## src/design/hdtc_pkg.sv

```systemverilog
// shared types, constants and crc function for the humidity/temperature frame checker
package hdtc_pkg;

	localparam logic [7:0] CRC_INIT = 8'hFF;
	localparam logic [7:0] CRC_POLY = 8'h31;

	// byte positions inside one six-byte response
	localparam logic [2:0] POS_TEMP_HI  = 3'd0;
	localparam logic [2:0] POS_TEMP_LO  = 3'd1;
	localparam logic [2:0] POS_TEMP_CRC = 3'd2;
	localparam logic [2:0] POS_HUM_HI   = 3'd3;
	localparam logic [2:0] POS_HUM_LO   = 3'd4;
	localparam logic [2:0] POS_HUM_CRC  = 3'd5;

	// conversion scale factors, values in hundredths
	localparam int TEMP_SPAN   = 17500;
	localparam int TEMP_OFFSET = 4500;
	localparam int HUM_SPAN    = 10000;
	localparam int RAW_FULL    = 65535;
	localparam int TEMP_MAX    = 13000;

	localparam int OUT_DATA_W = 64;

	// frame result handed from the frame tracker to the converter
	typedef struct packed {
		logic [15:0] temp_word;
		logic [15:0] hum_word;
		logic        temperature_crc_ok;
		logic        humidity_crc_ok;
	} frame_res_t;

	// crc-8, msb first, one byte
	function automatic logic [7:0] crc8_feed(input logic [7:0] crc, input logic [7:0] b);
		logic [7:0] c;
		c = crc ^ b;
		for (int k = 0; k < 8; k++) begin
			if (c[7]) begin
				c = {c[6:0], 1'b0} ^ CRC_POLY;
			end else begin
				c = {c[6:0], 1'b0};
			end
		end
		return c;
	endfunction

endpackage

```

## src/design/humidity_temp_frame_checker_top.sv

```systemverilog
// an accepted byte passes the input register, the frame result register and the output register before m_tvalid
// throughput: one byte per cycle, the whole pipeline advances whenever the output is free
// a result appears once per six-byte frame, after the humidity crc byte
// s_tready follows m_tready combinationally when the output register is full
// reset (arst_n low) clears byte position, crc to 0xff, held words to zero, all valid bits
module humidity_temp_frame_checker_top (
	input  logic        clk,
	input  logic        arst_n,
	// request side
	input  logic        s_tvalid,
	output logic        s_tready,
	input  logic [7:0]  s_tdata,   // [7:0] rx_byte
	input  logic        s_tuser,   // [0] frame_start
	// result side
	output logic        m_tvalid,
	input  logic        m_tready,
	output logic [63:0] m_tdata    // [15:0] temp_word, [31:16] hum_word,
	                               // [46:32] temperature_centi, [60:47] humidity_centi,
	                               // [61] temperature_crc_ok, [62] humidity_crc_ok, [63] status
);

	logic                 en;
	logic                 vld_s1;
	logic [7:0]           byte_s1;
	logic                 start_s1;
	logic                 res_vld_s2;
	hdtc_pkg::frame_res_t res_s2;
	logic signed [14:0]   t_centi;
	logic [13:0]          h_centi;
	logic                 out_vld_q;
	logic [hdtc_pkg::OUT_DATA_W-1:0] out_data_q;

	// whole pipeline moves together whenever the output register can take a result
	assign en       = !out_vld_q || m_tready;
	assign s_tready = en;

	// input register
	always_ff @(posedge clk or negedge arst_n) begin
		if (!arst_n) begin
			vld_s1 <= 1'b0;
		end else if (en) begin
			vld_s1 <= s_tvalid;
		end
	end

	always_ff @(posedge clk) begin
		if (en) begin
			byte_s1  <= s_tdata;
			start_s1 <= s_tuser;
		end
	end

	// crc check and held-word tracking, registers its frame result
	hdtc_frame u_frame (
		.clk        (clk),
		.arst_n     (arst_n),
		.en         (en),
		.vld_s1     (vld_s1),
		.byte_s1    (byte_s1),
		.start_s1   (start_s1),
		.res_vld_s2 (res_vld_s2),
		.res_s2     (res_s2)
	);

	// scaling to hundredths
	hdtc_conv u_conv (
		.res               (res_s2),
		.temperature_centi (t_centi),
		.humidity_centi    (h_centi)
	);

	// output register
	always_ff @(posedge clk or negedge arst_n) begin
		if (!arst_n) begin
			out_vld_q <= 1'b0;
		end else if (en) begin
			out_vld_q <= res_vld_s2;
		end
	end

	always_ff @(posedge clk) begin
		if (en) begin
			out_data_q <= {
				!(res_s2.temperature_crc_ok && res_s2.humidity_crc_ok),
				res_s2.humidity_crc_ok,
				res_s2.temperature_crc_ok,
				h_centi,
				t_centi,
				res_s2.hum_word,
				res_s2.temp_word
			};
		end
	end

	assign m_tvalid = out_vld_q;
	assign m_tdata  = out_data_q;

	// a new frame result can only come from a byte sitting in the input register
	a_res_from_s1: assert property (@(posedge clk) disable iff (!arst_n)
		$rose(res_vld_s2) |-> $past(vld_s1))
		else $error("frame result without an input byte");

	// status is the inverse of both crc flags
	a_status: assert property (@(posedge clk) disable iff (!arst_n)
		m_tvalid |-> (m_tdata[63] == !(m_tdata[61] && m_tdata[62])))
		else $error("status disagrees with crc flags");

	// humidity never exceeds 100.00 percent
	a_hum_range: assert property (@(posedge clk) disable iff (!arst_n)
		m_tvalid |-> (m_tdata[60:47] <= 14'(hdtc_pkg::HUM_SPAN)))
		else $error("humidity out of range");

	// temperature stays within -45.00 .. 130.00
	a_temp_range: assert property (@(posedge clk) disable iff (!arst_n)
		m_tvalid |-> ((signed'(m_tdata[46:32]) >= -15'sd4500)
			&& (signed'(m_tdata[46:32]) <= 15'(hdtc_pkg::TEMP_MAX))))
		else $error("temperature out of range");

endmodule

```

## src/design/hdtc_frame.sv

```systemverilog
// frame tracker: byte position, running crc, held words, result stage register
module hdtc_frame (
	input  logic                 clk,
	input  logic                 arst_n,
	input  logic                 en,
	input  logic                 vld_s1,
	input  logic [7:0]           byte_s1,
	input  logic                 start_s1,
	output logic                 res_vld_s2,
	output hdtc_pkg::frame_res_t res_s2
);

	logic [2:0]  pos_q, pos_d, pos_eff;
	logic [7:0]  crc_q, crc_d, crc_cur, crc_fed;
	logic [7:0]  hi_q, hi_d, lo_q, lo_d;
	logic        t_pass_q, t_pass_d;
	logic [15:0] temp_q, temp_d, hum_q, hum_d;
	logic        restart, crc_ok, fire, h_ok;

	assign restart = start_s1 || (pos_q > hdtc_pkg::POS_HUM_CRC);
	assign pos_eff = restart ? hdtc_pkg::POS_TEMP_HI : pos_q;
	assign crc_cur = restart ? hdtc_pkg::CRC_INIT : crc_q;
	assign crc_fed = hdtc_pkg::crc8_feed(crc_cur, byte_s1);
	assign crc_ok  = (byte_s1 == crc_cur);

	always_comb begin
		pos_d    = pos_q;
		crc_d    = crc_q;
		hi_d     = hi_q;
		lo_d     = lo_q;
		t_pass_d = t_pass_q;
		temp_d   = temp_q;
		hum_d    = hum_q;
		fire     = 1'b0;
		h_ok     = 1'b0;
		case (pos_eff)
			hdtc_pkg::POS_TEMP_HI, hdtc_pkg::POS_HUM_HI: begin
				crc_d = crc_fed;
				hi_d  = byte_s1;
				pos_d = 3'(pos_eff + 3'd1);
			end
			hdtc_pkg::POS_TEMP_LO, hdtc_pkg::POS_HUM_LO: begin
				crc_d = crc_fed;
				lo_d  = byte_s1;
				pos_d = 3'(pos_eff + 3'd1);
			end
			hdtc_pkg::POS_TEMP_CRC: begin
				t_pass_d = crc_ok;
				if (crc_ok) begin
					temp_d = {hi_q, lo_q};
				end
				crc_d = hdtc_pkg::CRC_INIT;
				pos_d = hdtc_pkg::POS_HUM_HI;
			end
			default: begin
				// humidity crc byte closes the frame
				if (crc_ok) begin
					hum_d = {hi_q, lo_q};
				end
				crc_d = hdtc_pkg::CRC_INIT;
				pos_d = hdtc_pkg::POS_TEMP_HI;
				fire  = 1'b1;
				h_ok  = crc_ok;
			end
		endcase
	end

	always_ff @(posedge clk or negedge arst_n) begin
		if (!arst_n) begin
			pos_q    <= hdtc_pkg::POS_TEMP_HI;
			crc_q    <= hdtc_pkg::CRC_INIT;
			hi_q     <= '0;
			lo_q     <= '0;
			t_pass_q <= 1'b0;
			temp_q   <= '0;
			hum_q    <= '0;
		end else if (en && vld_s1) begin
			pos_q    <= pos_d;
			crc_q    <= crc_d;
			hi_q     <= hi_d;
			lo_q     <= lo_d;
			t_pass_q <= t_pass_d;
			temp_q   <= temp_d;
			hum_q    <= hum_d;
		end
	end

	always_ff @(posedge clk or negedge arst_n) begin
		if (!arst_n) begin
			res_vld_s2 <= 1'b0;
		end else if (en) begin
			res_vld_s2 <= vld_s1 && fire;
		end
	end

	always_ff @(posedge clk) begin
		if (en) begin
			res_s2.temp_word          <= temp_d;
			res_s2.hum_word           <= hum_d;
			res_s2.temperature_crc_ok <= t_pass_q;
			res_s2.humidity_crc_ok    <= h_ok;
		end
	end

endmodule

```

## src/design/hdtc_conv.sv

```systemverilog
// converter: raw words to hundredths via multiply and divide by 65535
module hdtc_conv (
	input  hdtc_pkg::frame_res_t res,
	output logic signed [14:0]   temperature_centi,
	output logic [13:0]          humidity_centi
);

	logic [30:0] t_prod;
	logic [29:0] h_prod;
	logic [14:0] t_quot, h_quot;

	// floor(n / 65535) as n>>16 plus one correction step
	function automatic logic [14:0] div_full(input logic [30:0] n);
		logic [14:0] q0;
		logic [16:0] r0;
		q0 = n[30:16];
		r0 = {1'b0, n[15:0]} + {2'b0, q0};
		return 15'(q0 + 15'(r0 >= 17'(hdtc_pkg::RAW_FULL)));
	endfunction

	assign t_prod = 31'(hdtc_pkg::TEMP_SPAN) * {15'b0, res.temp_word};
	assign h_prod = 30'(hdtc_pkg::HUM_SPAN) * {14'b0, res.hum_word};
	assign t_quot = div_full(t_prod);
	assign h_quot = div_full({1'b0, h_prod});

	assign temperature_centi = 15'(signed'({1'b0, t_quot}) - 16'(hdtc_pkg::TEMP_OFFSET));
	assign humidity_centi    = h_quot[13:0];

endmodule
```

## config.mk

```make
export PLATFORM = sky130hd
export DESIGN_NAME = humidity_temp_frame_checker_top
export DESIGN_NICKNAME = d
export VERILOG_FILES = /design/src/design/hdtc_pkg.sv /design/src/design/humidity_temp_frame_checker_top.sv /design/src/design/hdtc_frame.sv /design/src/design/hdtc_conv.sv
export SDC_FILE = /design/constraint.sdc
export NUM_CORES = 1
export LEC_CHECK = 0
export ABC_CLOCK_PERIOD_IN_PS = 16300
export BUFFER_PORTS_ARGS = -buffer_cell sky130_fd_sc_hd__buf_4
export CORE_MARGIN = 3
export CORE_UTILIZATION = 42
export CTS_BUF_LIST = sky130_fd_sc_hd__clkbuf_8 sky130_fd_sc_hd__clkbuf_16
export DETAILED_ROUTE_END_ITERATION = 8
export GPL_TIMING_DRIVEN = 0
export PLACE_DENSITY = 0.65
export SYNTH_ARGS = -nofsm -noshare
export SYNTH_HDL_FRONTEND = slang
export SYNTH_SLANG_ARGS = --single-unit
```

## constraint.sdc

```tcl
create_clock -name clk -period 16.3 [get_ports clk]
set_input_delay 2.445 -clock clk [delete_from_list [all_inputs] [get_ports clk]]
set_output_delay 2.445 -clock clk [all_outputs]
set_load 0.05 [all_outputs]
```

==> results.txt, run 1 <==
In the final design database the tool counted 1699 nets. The first global-routing pass estimated 48.3 mm of wire. Yosys mapped the design onto 78 distinct sky130hd cell types.

After floorplanning, the core was divided into 66 placement rows. In this run, the number of DRC markers left after iteration 0 of detailed routing was 441. For the final database, setup skew stands at 11.1 ps. Setup violations remaining at the end of the flow were counted as 0. The count of input and output buffers was 78. Root buffer cell: sky130_fd_sc_hd__clkbuf_16. Along the worst path, the maximum fanout reaches 5. Standard cell with the maximum stage delay on the critical path: sky130_fd_sc_hd__fa_1.

After detailed routing, the number of remaining DRC violations is 0. The first detailed-routing pass took 5 iterations. Post-synthesis async set-or-reset flop share: 37.1%. The tools report the kind of end point of the critical path as a flop. The most frequent standard cell in the layout excluding fill and tap cells is sky130_fd_sc_hd__inv_1.

The largest single stage delay on the critical path is 550 ps. The average vias per placed instance is 5.11. Synthesis produced a netlist whose cell count is 1304.

In this run the standard cell core region covers 32900 um^2. Timing analysis after detailed placement gives a worst setup slack of 7470 ps. The total global routing track utilization came out at 16.7%. The max-slew violation count came out at 0. Measured against its own limit, the worst slew margin works out to 42.5%. For this configuration, the core starts out at a cell density of 43.1%.

Wires add up to 28.6 mm. The number of gates resized after CTS was 0; the layout cell share with drive strength beyond 1 was 16.1%. The number of H-tree levels is 4.

Synthesis inferred 170 register bits. Clock latency on the worst-skew pair, taken at its later pin, is 440 ps. The number of maximum-capacitance constraint violations was 0; the leftover overflow at the end of global routing was 0. For the total number of vias, the log shows 9489. 0 antenna diodes ended up in the layout.

The tools report the final number of hold-violating endpoints as 0. Data on the critical path is required at its endpoint by 16480 ps. The congestion estimate from routability-driven global placement came to 0.830.

Number of global-route vias before repair: 9532. Counting flops with a built-in enable in the synthesized netlist gives 107. The startpoint-to-endpoint class of the critical path is reg2reg. The most used flip-flop cell after synthesis is sky130_fd_sc_hd__edfxtp_1. In the final timing run, aggregate negative setup slack is 0 ps. The Yosys step of the flow raised 0 warnings. At the pin with the least slew margin, the transition time is 862 ps. The class of the tightest hold or removal check was reg2reg. The clock period could shrink to 8920 ps.

In this run the remaining antenna-violating nets after routing total 0. CTS saw 170 sinks. In this run the cell area of the synthesized design comes to 14200 um^2. Hold timing on the final database bottoms out at a slack of 448 ps. For the maximum number of pins on one net before global-route repair, the log shows 64. The die covers 36100 um^2. The mean post-synth cell area works out to 10.9 um^2.

The register area share after synthesis was 33.8%; the initial antenna violation count was 0. TritonCTS built the clock tree. The number of top-level design ports is 79, and the total CTS buffers is 17.

After layout, the worst setup slack is 7380 ps. The die span in x is 190 um, and the routed length per instance is 15.4 um. Buffers inserted to repair hold after CTS numbered 0. Data arrives at the worst endpoint at 9090 ps. Based on the critical path, the design can be clocked at up to 112 MHz. Post-CTS setup buffer count: 0.

Leaving out fill and tap cells, the most frequent cells in the layout are 247 x sky130_fd_sc_hd__inv_1, 201 x sky130_fd_sc_hd__ha_1, 107 x sky130_fd_sc_hd__edfxtp_1. The die is 190 um tall. The flow ran to the end, and the final reports show no timing, DRC or antenna violations. The critical path launch point type was a flop. Setup repair after global routing left no endpoint under its margin. The post-synthesis net count is 1600, and the area growth from synthesis to final layout is 12.6%.

The total half-perimeter wirelength after legalization and detailed placement is 22.4 mm, and the register clock-pin slew on the reported worst setup and hold paths is 70 ps. Post-route fraction of the period consumed by the critical path: 54.7%. No sink is reached through more buffers than the 2 on the longest clock path.
sequential cells by signal, summed over array words and instances (netlist names):
name and cells:
u_frame.res_s2 34, u_frame.pos_q 3, u_frame.hi_q 8, u_frame.hum_q 16, byte_s1 8, m_tvalid 1
u_frame.crc_q 8, u_frame.temp_q 16, vld_s1 1, u_frame.t_pass_q 1, m_tdata 64, start_s1 1
u_frame.lo_q 8, u_frame.res_vld_s2 1
per-stage QoR:
step,area [um^2],instances,utilization (%)
global placement,15300,1824,46.6
finish,16000,1858,48.6
floorplan,14200,1304,-
CTS,16000,1858,48.6
detailed placement,15400,1826,46.7
global route,16000,1858,48.6
worst paths after layout:
path                            depth (start not counted)                from  slack (ps)                end
worst min register to register                          2  u_frame.res_vld_s2         450           m_tvalid
min in group asynchronous                               1              arst_n        2110             vld_s1
worst max register to register                         34   u_frame.res_s2[6]        7380        m_tdata[59]
worst min-delay path                                    2  u_frame.res_vld_s2         450           m_tvalid
max in group asynchronous                               1              arst_n       13660  u_frame.temp_q[2]
worst max-delay path                                   34   u_frame.res_s2[6]        7380        m_tdata[59]
logic make-up (layout without fill, tap and decap cells):
group	after synthesis	in the layout	synth area share (%)
DFF	170	170	33.8
muxes	84	84	6.64
AOI/OAI and AO/OA	205	205	9.70
buffers and inverters	264	376	7.38
adders and majority gates	284	284	29.3
xor gates and xnor gates	89	89	5.49
and+or+nand+nor	208	208	7.70
worst max-delay path, delay by kind of cell, from the launching register on:
kind | cells | cell delay [ps]
simple gates | 9 | 2020
buf+inv | 6 | 380
xor+xnor | 3 | 670
fa+ha+maj | 10 | 3590
compound gates | 6 | 1470
flops | 1 | 510
cells in the mapped netlist, drive strengths merged (11+ instances only):
cell type	number	area [um^2]
dfrtp	55	1380
a21o	19	145
o21ai	38	190
nor2	46	175
nand3	18	90.1
nor2b	12	75.1
ha	201	2510
fa	82	1640
a21oi	53	269
edfxtp	107	3210
xnor2	54	473
nand4	11	68.8
inv	246	923
o21a	16	120
nor3	17	85.1
xor2	35	307
mux2	82	923
nand2	49	184
routing by layer:
metal | vias to the layer above | global-route usage (%) | routed length (um) | part of all wire, %
met2 | 161 | 27.1 | 13100 | 46
met5 | - | 0 | 0 | 0
met4 | 0 | 4.01 | 306 | 1.1
met3 | 22 | 2.27 | 921 | 3.2
li1 | 4713 | - | - | -
met1 | 4593 | 23.6 | 14300 | 50
layout make-up:
type                    count  area [um^2]
plain buffers              18          129
repair buffers             80          633
clock inverters            14          154
clock buffers              18          450
well taps                 442          553
flip-flops and latches    170         4800
fillers                  2993        16900
multi-input cells         870         8360
inverters                 246          923
Power of run 1 is left out: the tool's default activity adds up to more than one toggle a clock period on the data nets, which glitch-free logic cannot reach.
==> inputs of run 2 (changes only) <==
--- a/config.mk
+++ b/config.mk
@@ -5,7 +5,8 @@
 export SDC_FILE = /design/constraint.sdc
 export NUM_CORES = 1
 export LEC_CHECK = 0
-export ABC_CLOCK_PERIOD_IN_PS = 16300
+export ABC_AREA = 1
+export ABC_CLOCK_PERIOD_IN_PS = 9300
 export BUFFER_PORTS_ARGS = -buffer_cell sky130_fd_sc_hd__buf_4
 export CORE_MARGIN = 3
 export CORE_UTILIZATION = 42
==> constraint.sdc (replaced) <==
create_clock -name clk -period 9.3 [get_ports clk]
set_input_delay 1.395 -clock clk [delete_from_list [all_inputs] [get_ports clk]]
set_output_delay 1.395 -clock clk [all_outputs]
set_load 0.05 [all_outputs]
==> results.txt, run 2 <==
The flow ran to the end, and the final reports show no timing, DRC or antenna violations. The critical path in this run is classified as reg2reg. The total CTS buffers was 17 (unchanged); the total standard cell area after synthesis was 15300 um^2 (+7.9%). The multiplexer fraction of the synthesized cell area came out at 0.0734% (-6.6 points). sky130_fd_sc_hd__edfxtp_1 takes more of the synthesized area than any other cell. The flip-flop count of the largest register, all copies and words added is 64 (unchanged). The post-CTS setup buffer count came out at 0 (unchanged). Root buffer cell: sky130_fd_sc_hd__clkbuf_16. The count of cell types in the netlist came out at 47 (-40%).

The mean post-synth cell area is 8.32 um^2 (-24%). Count of nets left with antenna violations after detail routing: 0 (unchanged). The total detailed-routing wirelength is 33.9 mm (+18%), and the register area share after synthesis is 31.3% (-2.5 points).

The most critical setup path has its startpoint at u_frame.res_s2[26]. The worst-case clock skew is 16.4 ps (+5.33 ps), and the required time reported for the critical path endpoint is 9500 ps (-6980 ps). The post-route fraction of the period consumed by the critical path came out at 80.6% (+26 points). On the critical path the largest part of the delay comes from adder cells. The count of input and output buffers was 78 (unchanged).

TritonCTS built the clock tree. The largest registers in the layout are m_tdata x64, u_frame.res_s2 x34. The count of fill cells added during filler insertion was 3516 (+17%); the area taken by flip-flops and latches was 4800 um^2 (unchanged). Number of buffers and inverters on the critical path: 2 (-4). The worst setup path is launched from a flop. The clock latency of the later-clocked register in the worst-skew pair was 450 ps (about the same); the layout cell share with drive strength beyond 1 was 10.1% (-6.0 points). The simple-gate share of the synthesized area was 18.7% (+11 points); the number of gates resized after CTS was 0 (unchanged). The logs give 0 (unchanged) for the antenna diode count and 18.1% (+1.4 points) for the total global routing track utilization. The kind of end point of the critical path was a flop. The launch point of the worst reg-to-reg path is u_frame.res_s2[26]. The leftover overflow at the end of global routing was 0 (unchanged). The tools report the DRC violation count after routing as 0 (unchanged). Setup repair after global routing left no endpoint under its margin. In the layout the commonest cells are 437 x sky130_fd_sc_hd__nand2_1, 419 x sky130_fd_sc_hd__inv_1, 201 x sky130_fd_sc_hd__ha_1. The CTS sink count came out at 170 (unchanged). First-pass detailed-route iteration total: 5 (unchanged). The most frequent standard cell in the layout excluding fill and tap cells was sky130_fd_sc_hd__nand2_1. Aggregate negative setup slack: 0 ps (unchanged). The final number of setup-violating endpoints was 0 (unchanged); the die footprint was 38900 um^2 (+7.7%).

For the data arrival time at the worst-slack endpoint, the log shows 7700 ps (-1390 ps). The startpoint identified for the worst hold timing path is u_frame.res_s2[1]. The actual slew at the worst max-slew pin is 817 ps (-44.8 ps). The cell repeated most along the worst path was sky130_fd_sc_hd__nand2_1. Counting flops per register, the top entry is m_tdata. The tools report the cell count after placement as 2383 (+31%). The filler-free cell count of the finished design came out at 2415 (+30%). The register clock-pin slew on the reported worst setup and hold paths is 80 ps (about the same), and the number of maximum-capacitance constraint violations is 0 (unchanged). The max-slew violation count is 0 (unchanged). The number of synthesized register bits was 170 (unchanged); the end-of-flow core utilization was 48.0% (-0.62 points). Maximum number of pins on one net before global-route repair: 65 (+1.6%). The minimum clock period after layout was 7500 ps (-1420 ps); the routability congestion estimate was 0.932 (+12%). The area growth from synthesis to final layout works out to 11.7%. The final number of hold-violating endpoints is 0 (unchanged). The run gives 2139 (+34%) as the post-synthesis net count. The run gives 42.9% (-0.21 points) as the effective utilization at floorplan.

Standard cell with the maximum stage delay on the critical path: sky130_fd_sc_hd__edfxtp_1. Routed length per instance: 14.0 um (-8.8%). The number of nets in the finished design was 2237 (+32%). Hold-fix buffer count after cts: 0 (unchanged).

The parity-gate share of the synthesized area counting xor and xnor cells was 3.99% (-1.5 points); the maximum clock rate was 133 MHz (+19%). The total half-perimeter wirelength after legalization and detailed placement was 27.4 mm (+23%); the top-area cell type share of the netlist area was 20.9% (-1.7 points). The post-synthesis share of cell area spent on full adders, half adders and majority gates was 27.1% (-2.2 points). The number of violations reported at the end of detailed-routing iteration 0 was 513 (+16%); the standard-cell row count was 69 (+4.5%).

The post-synthesis async set-or-reset flop share works out to 37.1% (unchanged). In the synthesized netlist the dominant register cell turns out to be sky130_fd_sc_hd__edfxtp_1. After synthesis, the largest family of logic cells by area is adder cells.

The die span in x was 197 um (+3.8%). The number of H-tree levels came out at 4 (unchanged). The fraction of the mapped netlist area in compound gates is 7.72% (-2.0 points).

The biggest fanout along the worst timing path works out to 7 (+2). The run gives 2 (unchanged) as the maximum buffer depth of the clock tree. In this run the worst hold path is classified as reg2reg. Peak per-stage delay on the critical path: 600 ps (+50 ps).

By count the netlist is led by 437 x sky130_fd_sc_hd__nand2_1, 419 x sky130_fd_sc_hd__inv_1, 201 x sky130_fd_sc_hd__ha_1. For the area of the multi-input gates, the log shows 8840 um^2 (+5.7%). sky130_fd_sc_hd__nand2_1 is the most common cell in the netlist. The number of warning messages in the yosys log came out at 0 (unchanged).

First-pass GRT wire length: 56.7 mm (+17%). The average vias per placed instance came out at 4.88 (-4.4%). The y dimension of the die is 197 um (+3.8%), and the number of top-level design ports is 79 (unchanged). The initial antenna violation count was 0 (unchanged).

The number of enable flip-flop cells after synthesis works out to 107 (unchanged). The core area was 35700 um^2 (+8.5%). Gate count after technology mapping: 1843 (+41%).

The number of global-route vias before repair is 11.6k (+22%). The remaining max-slew budget at the tightest pin is 45.5% (+3.0 points), and the total number of vias is 11.8k (+24%). By area the synthesized netlist is led by sky130_fd_sc_hd__edfxtp_1 21%, sky130_fd_sc_hd__ha_1 16%, sky130_fd_sc_hd__fa_1 11%, sky130_fd_sc_hd__nand2_1 11%, sky130_fd_sc_hd__inv_1 10%.
run 2: cell count changes after synthesis, moves of 23 or more:
| cell | previous run | this run |
|---|---|---|
| sky130_fd_sc_hd__xnor2_1 | 54 | 15 |
| sky130_fd_sc_hd__o21ai_2 | 0 | 31 |
| sky130_fd_sc_hd__inv_1 | 246 | 419 |
| sky130_fd_sc_hd__nor2_1 | 45 | 101 |
| sky130_fd_sc_hd__mux2_2 | 71 | 1 |
| sky130_fd_sc_hd__nand2_1 | 49 | 437 |
| sky130_fd_sc_hd__o21ai_0 | 36 | 59 |
| sky130_fd_sc_hd__nand3_1 | 18 | 74 |
run 2: cell families after synthesis:
logic type	Yosys count
mux	1
flops	170
xor+xnor	63
simple gates	681
compound gates	200
buf+inv	445
fa+ha+maj	283
run 2: routing by layer:
layer	GRT usage, %	vias to the layer above	wire, um
met4	4.94	0	642
met2	30.5	184	16000
met1	24.8	5559	16300
met3	2.17	41	930
met5	0	-	0
li1	-	6009	-
run 2: area by class of cell:
cell class	count	share of cell area, %
Inverter	429	9.41
Timing Repair Buffer	79	3.58
Clock inverter	14	0.913
Multi-Input combinational cell	1228	51.6
Tap cell	461	3.37
Clock buffer	18	2.63
Buffer	16	0.548
Sequential cell	170	28.0
run 2: worst paths after layout:
| check | endpoint | slack, ps | cells past startpoint |
|---|---|---|---|
| min in group asynchronous | u_frame.res_vld_s2 | 1040 | 1 |
| hold / removal | m_tdata[61] | 460 | 0 |
| max in group asynchronous | u_frame.hum_q[3] | 7720 | 1 |
| setup reg to reg | m_tdata[43] | 1800 | 34 |
| setup / recovery | m_tdata[43] | 1800 | 34 |
| hold reg to reg | m_tdata[61] | 460 | 0 |
run 2: per-stage QoR:
| step | hold WS, ps | cell area [um^2] | worst slack [ps] |
|---|---|---|---|
| floorplan | 421 | 15300 | 2990 |
| global placement | 437 | 16500 | 1940 |
| detailed placement | 442 | 16500 | 1860 |
| CTS | 467 | 17100 | 1820 |
| global route | 471 | 17100 | 1250 |
| finish | 463 | 17100 | 1800 |
run 2: worst register-to-register path, delay by kind of cell (launching register included):
family | cells | cell delay (ps)
adders and majority gates | 8 | 3180
and+or+nand+nor | 19 | 2290
AOI/OAI and AO/OA | 4 | 720
DFF | 1 | 600
xor gates and xnor gates | 1 | 370
buffers and inverters | 2 | 110
Power of run 2 is left out for the same reason.
